$ cat config.mk
export PLATFORM = sky130hd
export DESIGN_NAME = pixel_colormap_hsv_rgb
export DESIGN_NICKNAME = d
export VERILOG_FILES = /design/src/hdl/pchr_pkg.sv /design/src/hdl/pixel_colormap_hsv_rgb.sv /design/src/hdl/pchr_front.sv /design/src/hdl/pchr_mult.sv /design/src/hdl/pchr_pack.sv
export VERILOG_INCLUDE_DIRS = /design/src /design/src/hdl
export SDC_FILE = /design/constraint.sdc
export NUM_CORES = 2
export LEC_CHECK = 0
export ABC_AREA = 1
export BUFFER_PORTS_ARGS = -buffer_cell sky130_fd_sc_hd__buf_2
export CAP_MARGIN = 30
export CELL_PAD_IN_SITES_DETAIL_PLACEMENT = 1
export CELL_PAD_IN_SITES_GLOBAL_PLACEMENT = 1
export CORE_UTILIZATION = 24
export DETAILED_ROUTE_END_ITERATION = 6
export MAX_ROUTING_LAYER = met4
export PLACE_DENSITY_LB_ADDON = 0.1
export SYNTH_ARGS = -nofsm -noshare
export SYNTH_HDL_FRONTEND = slang
export SYNTH_HIERARCHICAL = 1
export SYNTH_SLANG_ARGS = --single-unit
$ cat constraint.sdc
create_clock -name clk_i -period 6.6 [get_ports clk_i]
set_input_delay 0.99 -clock clk_i [delete_from_list [all_inputs] [get_ports clk_i]]
set_output_delay 0.99 -clock clk_i [all_outputs]
set_load 0.02 [all_outputs]
$ cat src/hdl/pixel_colormap_hsv_rgb_defines.svh
`ifndef PIXEL_COLORMAP_HSV_RGB_DEFINES_SVH
`define PIXEL_COLORMAP_HSV_RGB_DEFINES_SVH

// Checks that a condition holds in the same cycle as its trigger.
`define PCHR_ASSERT_NOW(lbl, ante, cons, msg) \
  lbl: assert property (@(posedge clk_i) disable iff (!rst_ni) (ante) |-> (cons)) \
    else $error(msg);

// Checks that a condition holds in the cycle after its trigger.
`define PCHR_ASSERT_NEXT(lbl, ante, cons, msg) \
  lbl: assert property (@(posedge clk_i) disable iff (!rst_ni) (ante) |=> (cons)) \
    else $error(msg);

`endif

$ cat src/hdl/pchr_pkg.sv
`timescale 1ns / 1ps

package pchr_pkg;

  // Fixed-point format: FRAC_BITS fraction bits, one integer bit so that 1.0 fits.
  localparam int FRAC_BITS  = 16;
  localparam int FIX_W      = FRAC_BITS + 1;
  localparam int PROD_W     = FIX_W + 8;
  localparam int FULL       = 255;
  localparam int GREY_SCALE = 1000;
  localparam int SECTORS    = 6;
  localparam logic [FIX_W-1:0] ONE = FIX_W'(1) << FRAC_BITS;
  // Saturation s is grey when s * 1000 < ONE, that is s below this limit.
  localparam logic [FIX_W-1:0] GREY_LIMIT =
      FIX_W'(((1 << FRAC_BITS) + GREY_SCALE - 1) / GREY_SCALE);

  // Color mode register codes; the unused code behaves as direct HSV.
  typedef enum logic [1:0] {
    MODE_GRADIENT = 2'd0,
    MODE_HUE      = 2'd1,
    MODE_HSV      = 2'd2
  } mode_e;

  // Hue sectors, each one sixth of the color wheel.
  typedef enum logic [2:0] {
    SEC_RED_YELLOW    = 3'd0,
    SEC_YELLOW_GREEN  = 3'd1,
    SEC_GREEN_CYAN    = 3'd2,
    SEC_CYAN_BLUE     = 3'd3,
    SEC_BLUE_MAGENTA  = 3'd4,
    SEC_MAGENTA_RED   = 3'd5
  } sector_e;

  // Input beat and result beat.
  typedef struct packed {
    logic [16:0] level;
    logic [16:0] saturation;
    logic [16:0] brightness;
  } pix_in_t;

  typedef struct packed {
    logic [7:0] red;
    logic [7:0] green;
    logic [7:0] blue;
  } pix_out_t;

  // Front stage result: selected HSV terms and the gradient components.
  typedef struct packed {
    logic             grad;
    logic             grey;
    sector_e          sector;
    logic [FRAC_BITS-1:0] f;
    logic [FIX_W-1:0] s;
    logic [FIX_W-1:0] v;
    logic [FIX_W-1:0] grad_r;
    logic [FIX_W-1:0] grad_g;
    logic [FIX_W-1:0] grad_b;
  } front_t;

  // First product stage: p and the two saturation products.
  typedef struct packed {
    logic             grad;
    logic             grey;
    sector_e          sector;
    logic [FIX_W-1:0] v;
    logic [FIX_W-1:0] p;
    logic [FIX_W-1:0] sf;
    logic [FIX_W-1:0] st;
    logic [FIX_W-1:0] grad_r;
    logic [FIX_W-1:0] grad_g;
    logic [FIX_W-1:0] grad_b;
  } prod_t;

  // Second product stage: all HSV components ready for selection.
  typedef struct packed {
    logic             grad;
    logic             grey;
    sector_e          sector;
    logic [FIX_W-1:0] v;
    logic [FIX_W-1:0] p;
    logic [FIX_W-1:0] q;
    logic [FIX_W-1:0] t;
    logic [FIX_W-1:0] grad_r;
    logic [FIX_W-1:0] grad_g;
    logic [FIX_W-1:0] grad_b;
  } comp_t;

  // Truncating fixed-point product of two values no larger than 1.0.
  function automatic logic [FIX_W-1:0] mul_frac(input logic [FIX_W-1:0] a,
                                                input logic [FIX_W-1:0] b);
    logic [2*FIX_W-1:0] prod;
    prod = (2*FIX_W)'(a) * (2*FIX_W)'(b);
    return prod[FRAC_BITS +: FIX_W];
  endfunction

  // Scale a fraction to a byte, truncating, capped at full scale.
  function automatic logic [7:0] to_byte(input logic [FIX_W-1:0] x);
    logic [PROD_W-1:0]          prod;
    logic [PROD_W-FRAC_BITS-1:0] b;
    prod = PROD_W'(x) * PROD_W'(FULL);
    b    = prod[PROD_W-1:FRAC_BITS];
    return (b > (PROD_W-FRAC_BITS)'(FULL)) ? 8'(FULL) : b[7:0];
  endfunction

endpackage

$ cat src/hdl/pixel_colormap_hsv_rgb.sv
`timescale 1ns / 1ps
// Pipeline: an accepted beat passes four register stages (front, first product,
// second product and output) before it is valid on the outputs.
// Throughput: one beat per cycle while the receiver does not stall; the two dependent products of q and t
// (brightness times one minus saturation times fraction) sit in registered stages.
// Reset: clears every stage's valid bit and sets the color mode to gradient;
// pipeline data registers are not reset.
`include "pixel_colormap_hsv_rgb_defines.svh"

module pixel_colormap_hsv_rgb import pchr_pkg::*; (
  input  logic       clk_i,
  input  logic       rst_ni,
  input  logic       pix_valid_i,
  output logic       pix_stall_o,
  input  pix_in_t    pix_i,
  output logic       rgb_valid_o,
  input  logic       rgb_stall_i,
  output pix_out_t   rgb_o,
  input  logic       cfg_valid_i,
  output logic       cfg_ready_o,
  input  logic [1:0] cfg_data_i
);

  logic [1:0] mode_q;
  logic       front_valid, front_ready;
  logic       mult_valid, mult_ready;
  logic       pack_ready;
  front_t     front_data;
  comp_t      mult_data;

  // Color mode register; the user must write it only while the block is idle, which the block itself does not enforce.
  assign cfg_ready_o = 1'b1;

  always_ff @(posedge clk_i or negedge rst_ni) begin
    if (!rst_ni) begin
      mode_q <= MODE_GRADIENT;
    end else if (cfg_valid_i && cfg_ready_o) begin
      mode_q <= cfg_data_i;
    end
  end

  assign pix_stall_o = !front_ready;

  pchr_front u_front (
    .clk_i   (clk_i),
    .rst_ni  (rst_ni),
    .valid_i (pix_valid_i),
    .ready_o (front_ready),
    .pix_i   (pix_i),
    .mode_i  (mode_q),
    .valid_o (front_valid),
    .ready_i (mult_ready),
    .data_o  (front_data)
  );

  pchr_mult u_mult (
    .clk_i   (clk_i),
    .rst_ni  (rst_ni),
    .valid_i (front_valid),
    .ready_o (mult_ready),
    .data_i  (front_data),
    .valid_o (mult_valid),
    .ready_i (pack_ready),
    .data_o  (mult_data)
  );

  pchr_pack u_pack (
    .clk_i   (clk_i),
    .rst_ni  (rst_ni),
    .valid_i (mult_valid),
    .ready_o (pack_ready),
    .data_i  (mult_data),
    .valid_o (rgb_valid_o),
    .ready_i (!rgb_stall_i),
    .pix_o   (rgb_o)
  );

  // An empty output register means the whole pipeline can move.
  `PCHR_ASSERT_NOW(a_empty_accepts, !rgb_valid_o, !pix_stall_o, "pipeline stalls while empty")
  // An accepted beat lands in the front stage.
  `PCHR_ASSERT_NEXT(a_front_loads, pix_valid_i && !pix_stall_o, front_valid,
                    "accepted beat lost at front stage")
  // A new result comes only from a beat held in the product stages.
  `PCHR_ASSERT_NOW(a_out_source, $rose(rgb_valid_o), $past(mult_valid),
                   "result appeared without a source beat")

endmodule

$ cat src/hdl/pchr_front.sv
`timescale 1ns / 1ps

module pchr_front import pchr_pkg::*; (
  input  logic    clk_i,
  input  logic    rst_ni,
  input  logic    valid_i,
  output logic    ready_o,
  input  pix_in_t pix_i,
  input  logic [1:0] mode_i,
  output logic    valid_o,
  input  logic    ready_i,
  output front_t  data_o
);

  logic             valid_q;
  front_t           data_q, data_d;
  logic [FIX_W-1:0] lev, sat, bri, h, s, v;
  logic [FIX_W-1:0] grad_r, grad_g, grad_b;
  logic [FIX_W+1:0] h6;
  logic [FIX_W:0]   c;
  logic [FIX_W:0]   gdiff;
  logic [2:0]       sec_raw;

  // Saturate every input to 1.0.
  always_comb begin
    lev = (pix_i.level      > ONE) ? ONE : pix_i.level;
    sat = (pix_i.saturation > ONE) ? ONE : pix_i.saturation;
    bri = (pix_i.brightness > ONE) ? ONE : pix_i.brightness;
  end

  // Pick the HSV terms for the current mode.
  always_comb begin
    h = lev;
    case (mode_i)
      MODE_GRADIENT, MODE_HUE: begin
        s = ONE;
        v = ONE;
      end
      default: begin
        s = sat;
        v = bri;
      end
    endcase
  end

  // Gradient segments: white to yellow, yellow to red, red to black.
  always_comb begin
    c = {1'b0, lev} + {lev, 1'b0};
    grad_r = ONE;
    grad_g = ONE;
    grad_b = '0;
    if (c < (FIX_W+1)'(ONE)) begin
      gdiff = (FIX_W+1)'(ONE) - c;
      grad_b = gdiff[FIX_W-1:0];
    end else if (c < ((FIX_W+1)'(ONE) << 1)) begin
      gdiff = ((FIX_W+1)'(ONE) << 1) - c;
      grad_g = gdiff[FIX_W-1:0];
    end else begin
      gdiff = (FIX_W+1)'(3) * (FIX_W+1)'(ONE) - c;
      grad_r = gdiff[FIX_W-1:0];
      grad_g = '0;
    end
  end

  // Hue times six splits into a sector and a fraction; a full turn wraps to zero.
  always_comb begin
    h6      = {1'b0, h, 1'b0} + {h, 2'b00};
    sec_raw = h6[FRAC_BITS +: 3];
    data_d.grad   = (mode_i == MODE_GRADIENT);
    data_d.grey   = (s < GREY_LIMIT);
    data_d.sector = (sec_raw >= 3'(SECTORS)) ? SEC_RED_YELLOW : sector_e'(sec_raw);
    data_d.f      = h6[FRAC_BITS-1:0];
    data_d.s      = s;
    data_d.v      = v;
    data_d.grad_r = grad_r;
    data_d.grad_g = grad_g;
    data_d.grad_b = grad_b;
  end

  // Stage register.
  assign ready_o = !valid_q || ready_i;

  always_ff @(posedge clk_i or negedge rst_ni) begin
    if (!rst_ni) begin
      valid_q <= 1'b0;
    end else if (ready_o) begin
      valid_q <= valid_i;
    end
  end

  always_ff @(posedge clk_i) begin
    if (ready_o && valid_i) begin
      data_q <= data_d;
    end
  end

  assign valid_o = valid_q;
  assign data_o  = data_q;

endmodule

$ cat src/hdl/pchr_mult.sv
`timescale 1ns / 1ps

module pchr_mult import pchr_pkg::*; (
  input  logic   clk_i,
  input  logic   rst_ni,
  input  logic   valid_i,
  output logic   ready_o,
  input  front_t data_i,
  output logic   valid_o,
  input  logic   ready_i,
  output comp_t  data_o
);

  logic  prod_valid_q, comp_valid_q;
  logic  prod_ready, comp_ready;
  prod_t prod_q, prod_d;
  comp_t comp_q, comp_d;

  // First products: p, s*f and s*(1-f).
  always_comb begin
    prod_d.grad   = data_i.grad;
    prod_d.grey   = data_i.grey;
    prod_d.sector = data_i.sector;
    prod_d.v      = data_i.v;
    prod_d.p      = mul_frac(data_i.v, ONE - data_i.s);
    prod_d.sf     = mul_frac(data_i.s, {1'b0, data_i.f});
    prod_d.st     = mul_frac(data_i.s, ONE - {1'b0, data_i.f});
    prod_d.grad_r = data_i.grad_r;
    prod_d.grad_g = data_i.grad_g;
    prod_d.grad_b = data_i.grad_b;
  end

  // Second products: q and t scale by brightness.
  always_comb begin
    comp_d.grad   = prod_q.grad;
    comp_d.grey   = prod_q.grey;
    comp_d.sector = prod_q.sector;
    comp_d.v      = prod_q.v;
    comp_d.p      = prod_q.p;
    comp_d.q      = mul_frac(prod_q.v, ONE - prod_q.sf);
    comp_d.t      = mul_frac(prod_q.v, ONE - prod_q.st);
    comp_d.grad_r = prod_q.grad_r;
    comp_d.grad_g = prod_q.grad_g;
    comp_d.grad_b = prod_q.grad_b;
  end

  // Each stage advances when it is empty or the next one takes its beat.
  assign comp_ready = !comp_valid_q || ready_i;
  assign prod_ready = !prod_valid_q || comp_ready;
  assign ready_o    = prod_ready;

  always_ff @(posedge clk_i or negedge rst_ni) begin
    if (!rst_ni) begin
      prod_valid_q <= 1'b0;
      comp_valid_q <= 1'b0;
    end else begin
      if (prod_ready) begin
        prod_valid_q <= valid_i;
      end
      if (comp_ready) begin
        comp_valid_q <= prod_valid_q;
      end
    end
  end

  always_ff @(posedge clk_i) begin
    if (prod_ready && valid_i) begin
      prod_q <= prod_d;
    end
    if (comp_ready && prod_valid_q) begin
      comp_q <= comp_d;
    end
  end

  assign valid_o = comp_valid_q;
  assign data_o  = comp_q;

endmodule

$ cat src/hdl/pchr_pack.sv
`timescale 1ns / 1ps

module pchr_pack import pchr_pkg::*; (
  input  logic     clk_i,
  input  logic     rst_ni,
  input  logic     valid_i,
  output logic     ready_o,
  input  comp_t    data_i,
  output logic     valid_o,
  input  logic     ready_i,
  output pix_out_t pix_o
);

  logic             valid_q;
  pix_out_t         pix_q, pix_d;
  logic [FIX_W-1:0] xr, xg, xb;

  // Route the components by mode, grey test and hue sector.
  always_comb begin
    xr = data_i.v;
    xg = data_i.v;
    xb = data_i.v;
    if (data_i.grad) begin
      xr = data_i.grad_r;
      xg = data_i.grad_g;
      xb = data_i.grad_b;
    end else if (!data_i.grey) begin
      case (data_i.sector)
        SEC_RED_YELLOW: begin
          xr = data_i.v; xg = data_i.t; xb = data_i.p;
        end
        SEC_YELLOW_GREEN: begin
          xr = data_i.q; xg = data_i.v; xb = data_i.p;
        end
        SEC_GREEN_CYAN: begin
          xr = data_i.p; xg = data_i.v; xb = data_i.t;
        end
        SEC_CYAN_BLUE: begin
          xr = data_i.p; xg = data_i.q; xb = data_i.v;
        end
        SEC_BLUE_MAGENTA: begin
          xr = data_i.t; xg = data_i.p; xb = data_i.v;
        end
        default: begin
          xr = data_i.v; xg = data_i.p; xb = data_i.q;
        end
      endcase
    end
  end

  // Scale each component to a byte.
  always_comb begin
    pix_d.red   = to_byte(xr);
    pix_d.green = to_byte(xg);
    pix_d.blue  = to_byte(xb);
  end

  // Output register; it holds its beat while the receiver stalls.
  assign ready_o = !valid_q || ready_i;

  always_ff @(posedge clk_i or negedge rst_ni) begin
    if (!rst_ni) begin
      valid_q <= 1'b0;
    end else if (ready_o) begin
      valid_q <= valid_i;
    end
  end

  always_ff @(posedge clk_i) begin
    if (ready_o && valid_i) begin
      pix_q <= pix_d;
    end
  end

  assign valid_o = valid_q;
  assign pix_o   = pix_q;

endmodule

==> run summary <==
The run finished with clean final reports. The prevailing post-synth register cell is edfxtp_1. The worst max-slew margin expressed relative to the limit is 34.6%. The first detailed-routing pass took 5 iterations.

The multi-input gate area in the final layout is 57300 um2. STA puts the critical path data required time at 7.14 ns. After synthesis, the cell types taking the most area are fa_1, edfxtp_1, inv_1.

The final layout net count came out at 12147. The final setup skew is 0.0659 ns. The number of distinct library cell variants in the gate-level netlist after synthesis is 66. Of the synthesized area, sequential elements account for 15.2%.

The flip-flop and latch count after synthesis came out at 383. In the finished design, the share of the clock period the worst path needs comes to a little over nine tenths. The setup TNS came out at 0 ns. The die outline area came out at 317000 um2. Setup repair after global routing could not meet its margin everywhere.

The H-tree was split into 2 levels. The worst setup path is of the flip-flop to flip-flop kind. The DRC marker count from the first detailed-route iteration is 2741.

The final hold violation count is 0. The signal arrival time at the worst endpoint came out at 7.05 ns. The number of rows created at floorplan came out at 205. The worst setup path is captured at a flip-flop. The fraction of the mapped netlist area in adder cells is 45.0%.

The via count of the first global-routing pass came out at 70592. The initial cell density of the core is 24.2%. The number of buffer cells added on primary ports is 83. The synthesized design contains 377 enable-type register cells. The latest clock arrival within the worst-skew pair is around 0.73 ns. After global routing, the most crowded layer is met2. After synthesis, the largest family of logic cells by area is adder cells. The library cell used most frequently in the layout, excluding fill and tap cells, is inv_1. The simple-gate share of the synthesized area came out at 20.0%. In the global route stage, met1 resource usage came out at 26.3%. The number of antenna violations at the first check in global routing came out at 6. The mean number of vias per cell came out at approximately 4.4. Yosys printed 6 warnings. For the pin with the worst max-slew slack, the measured transition is 0.970 ns. The multiplexer area fraction after synthesis came out at 0%. The share of post-route cells with drive strength above 1 is 17.7%. The area fraction in compound gates after synthesis came out at 5.30%.

In this run the standard cell core region covers 313000 um2. The master cell of the clock root buffer is clkbuf_16. The largest single stage delay on the critical path is about 0.58 ns. The met2 global-route usage came out at 32.9%. The count of cells along the worst register-to-register path is 28. The maximum number of pins on one net before global-route repair is 125. The top cell type's share of synthesized area came out at 34.0%. The congestion estimate from routability-driven global placement came to between 0.8 and 0.9.

The cell count after synthesis came out at 9441. In the final layout, flip-flops and latches occupy 11500 um2. Setup violations remaining at the end of the flow were counted as 0. The classification of the worst-slack hold path is primary input to asynchronous set/reset pin. By instance count, the cell type seen most on the critical path is fa_1.

The maximum root-to-sink buffer count is 3. The number of remaining DRC errors is 0. The area added between synthesis and finish is 21.7%. Among all stages on the critical path, the largest delay is contributed by fa_2. In this run the cell area of the synthesized design comes to 75600 um2. The overall fraction of global-route tracks in use came out at 19.6%. In the layout the commonest cells are inv_1, nand2_1, fa_1, nor2_1, buf_4.

Once detail routing completed, the nets flagged for antenna violations numbered 0. The routed wirelength normalized by instance count is between 20 and 25 um. Detailed placement finished with a half-perimeter wire length of between 200 and 300 mm. The sink count of the clock tree came out at 383. Counting flops with an async set or reset pin after synthesis yields a share of 1.57%. The largest fanout on the critical path came out at 6. The CTS tree is done.

Timing would allow up to approximately 0.15 GHz. The number of placed I/O pins came out at 85. The max-cap violation count came out at 0. The final period demand of the worst path is ~6.5 ns.

The post-synthesis net count is around 11000. The global route total overflow is 0. The die is roughly 560 um wide. The worst setup path is launched from a flip-flop. The height of the die is 563 um. The total routed wirelength is 301 mm. After clock tree synthesis, the clock-pin slew on the worst setup and hold paths is roughly 0.060 ns. Dividing the synthesized area by the synthesized cell count gives 8.01 um2. The max-slew violation total from the final report was 0. The total vias in the final route came out at 62855. In the global route stage, met3 resource usage came out at 1.25%.

The largest area contributor in the netlist is fa_1. The parity-gate share of the synthesized area counting xor and xnor cells is 1.11%. Buffers inserted during clock tree synthesis total 50. The number of inserted filler cells in the final layout is 37054. The first global-routing pass estimated 453 mm of wire.
[sequential cells by signal, indices dropped and copies added (netlist names)]
register	cells
u_mult/comp_d	90
u_mult/prod_valid_q	1
u_mult/prod_q	34
mode_q	2
u_pack/pix_o	24
u_front/valid_o	1
u_mult/data_o	124
u_pack/valid_o	1
u_mult/valid_o	1
u_front/data_o	105
[layout make-up]
class                   instances  area share (%)
flip-flops and latches        383            12.5
multi-input cells            6410            62.3
diodes                          1         0.00272
clock buffers                  57            1.39
well taps                    4140            5.63
repair inverters                2          0.0109
clock inverters                33           0.378
inverters                    2406            9.98
repair buffers                887            7.84
[through the flow]
step | setup slack, ns | util, % | cells | hold slack, ns | cell area, um2
finish | 0.0871 | 29.4 | 14319 | 0.121 | 92000
global route | -0.192 | 29.4 | 14319 | 0.0639 | 92000
CTS | -0.0102 | 28.3 | 14230 | 0.0367 | 88400
detailed placement | -0.519 | 27.5 | 14121 | 0.406 | 85900
global placement | -0.524 | 27.4 | 14119 | 0.402 | 85800
floorplan | 0.0727 | - | 9441 | 0.400 | 75600
[worst max-delay path, delay by kind of cell, from the launching register on]
kind                       cells  cell delay [ns]
xor gates and xnor gates       1             0.22
adders and majority gates      8             3.58
and+or+nand+nor               11             1.22
buffers and inverters          8             0.81
DFF                            1             0.47
[path summary, 6_finish.rpt]
path	end	startpoint	slack, ns
max in group asynchronous	u_pack/valid_o	rst_ni	6.34
setup reg to reg	u_mult/data_o[74]	u_mult/prod_q[68]	0.09
hold reg to reg	u_mult/comp_d[34]	u_front/data_o[34]	0.37
setup / recovery	u_mult/data_o[74]	u_mult/prod_q[68]	0.09
hold / removal	mode_q[1]	rst_ni	0.12
min in group clk_i	u_mult/comp_d[34]	u_front/data_o[34]	0.37
[cells by family after synthesis]
family | after synthesis
AND/OR/NAND/NOR | 3676
adder cells (fa/ha/maj) | 1949
flip-flops | 383
AO/OA/AOI/OAI | 688
buffers and inverters | 2648
XOR/XNOR | 95
other | 2
[per-layer routing]
metal / up-vias / part of all wire [%]
met4: 0 / 1.7
met3: 201 / 1.9
met2: 594 / 48
met5: - / 0
li1: 29649 / -
met1: 32411 / 48
[synth_stat cells (35+ instances only)]
| cell | instances |
|---|---|
| clkbuf_1 | 163 |
| clkinv_1 | 36 |
| nor2_1 | 882 |
| fa_1 | 1284 |
| nand4_1 | 68 |
| o21ai_0 | 169 |
| nand3_1 | 308 |
| inv_1 | 2331 |
| xor2_1 | 70 |
| ha_1 | 665 |
| nor3_1 | 76 |
| a21oi_1 | 279 |
| nand2_1 | 2164 |
| edfxtp_1 | 377 |
| inv_2 | 36 |
| o21bai_1 | 43 |
| a21o_1 | 35 |
| nand2_2 | 44 |
[what timing repair did]
item / in CTS / in global routing
cloned: 0 / 2
pin swaps: 39 / 301
gates resized for setup: 178 / 791
endpoints found under the setup margin: 68 / 98
buffers inserted: 19 / 88
hold buffers: 0 / 0
Power is not shown: default switching activity piles up to over one toggle a cycle in this logic, so the estimate is an artifact.
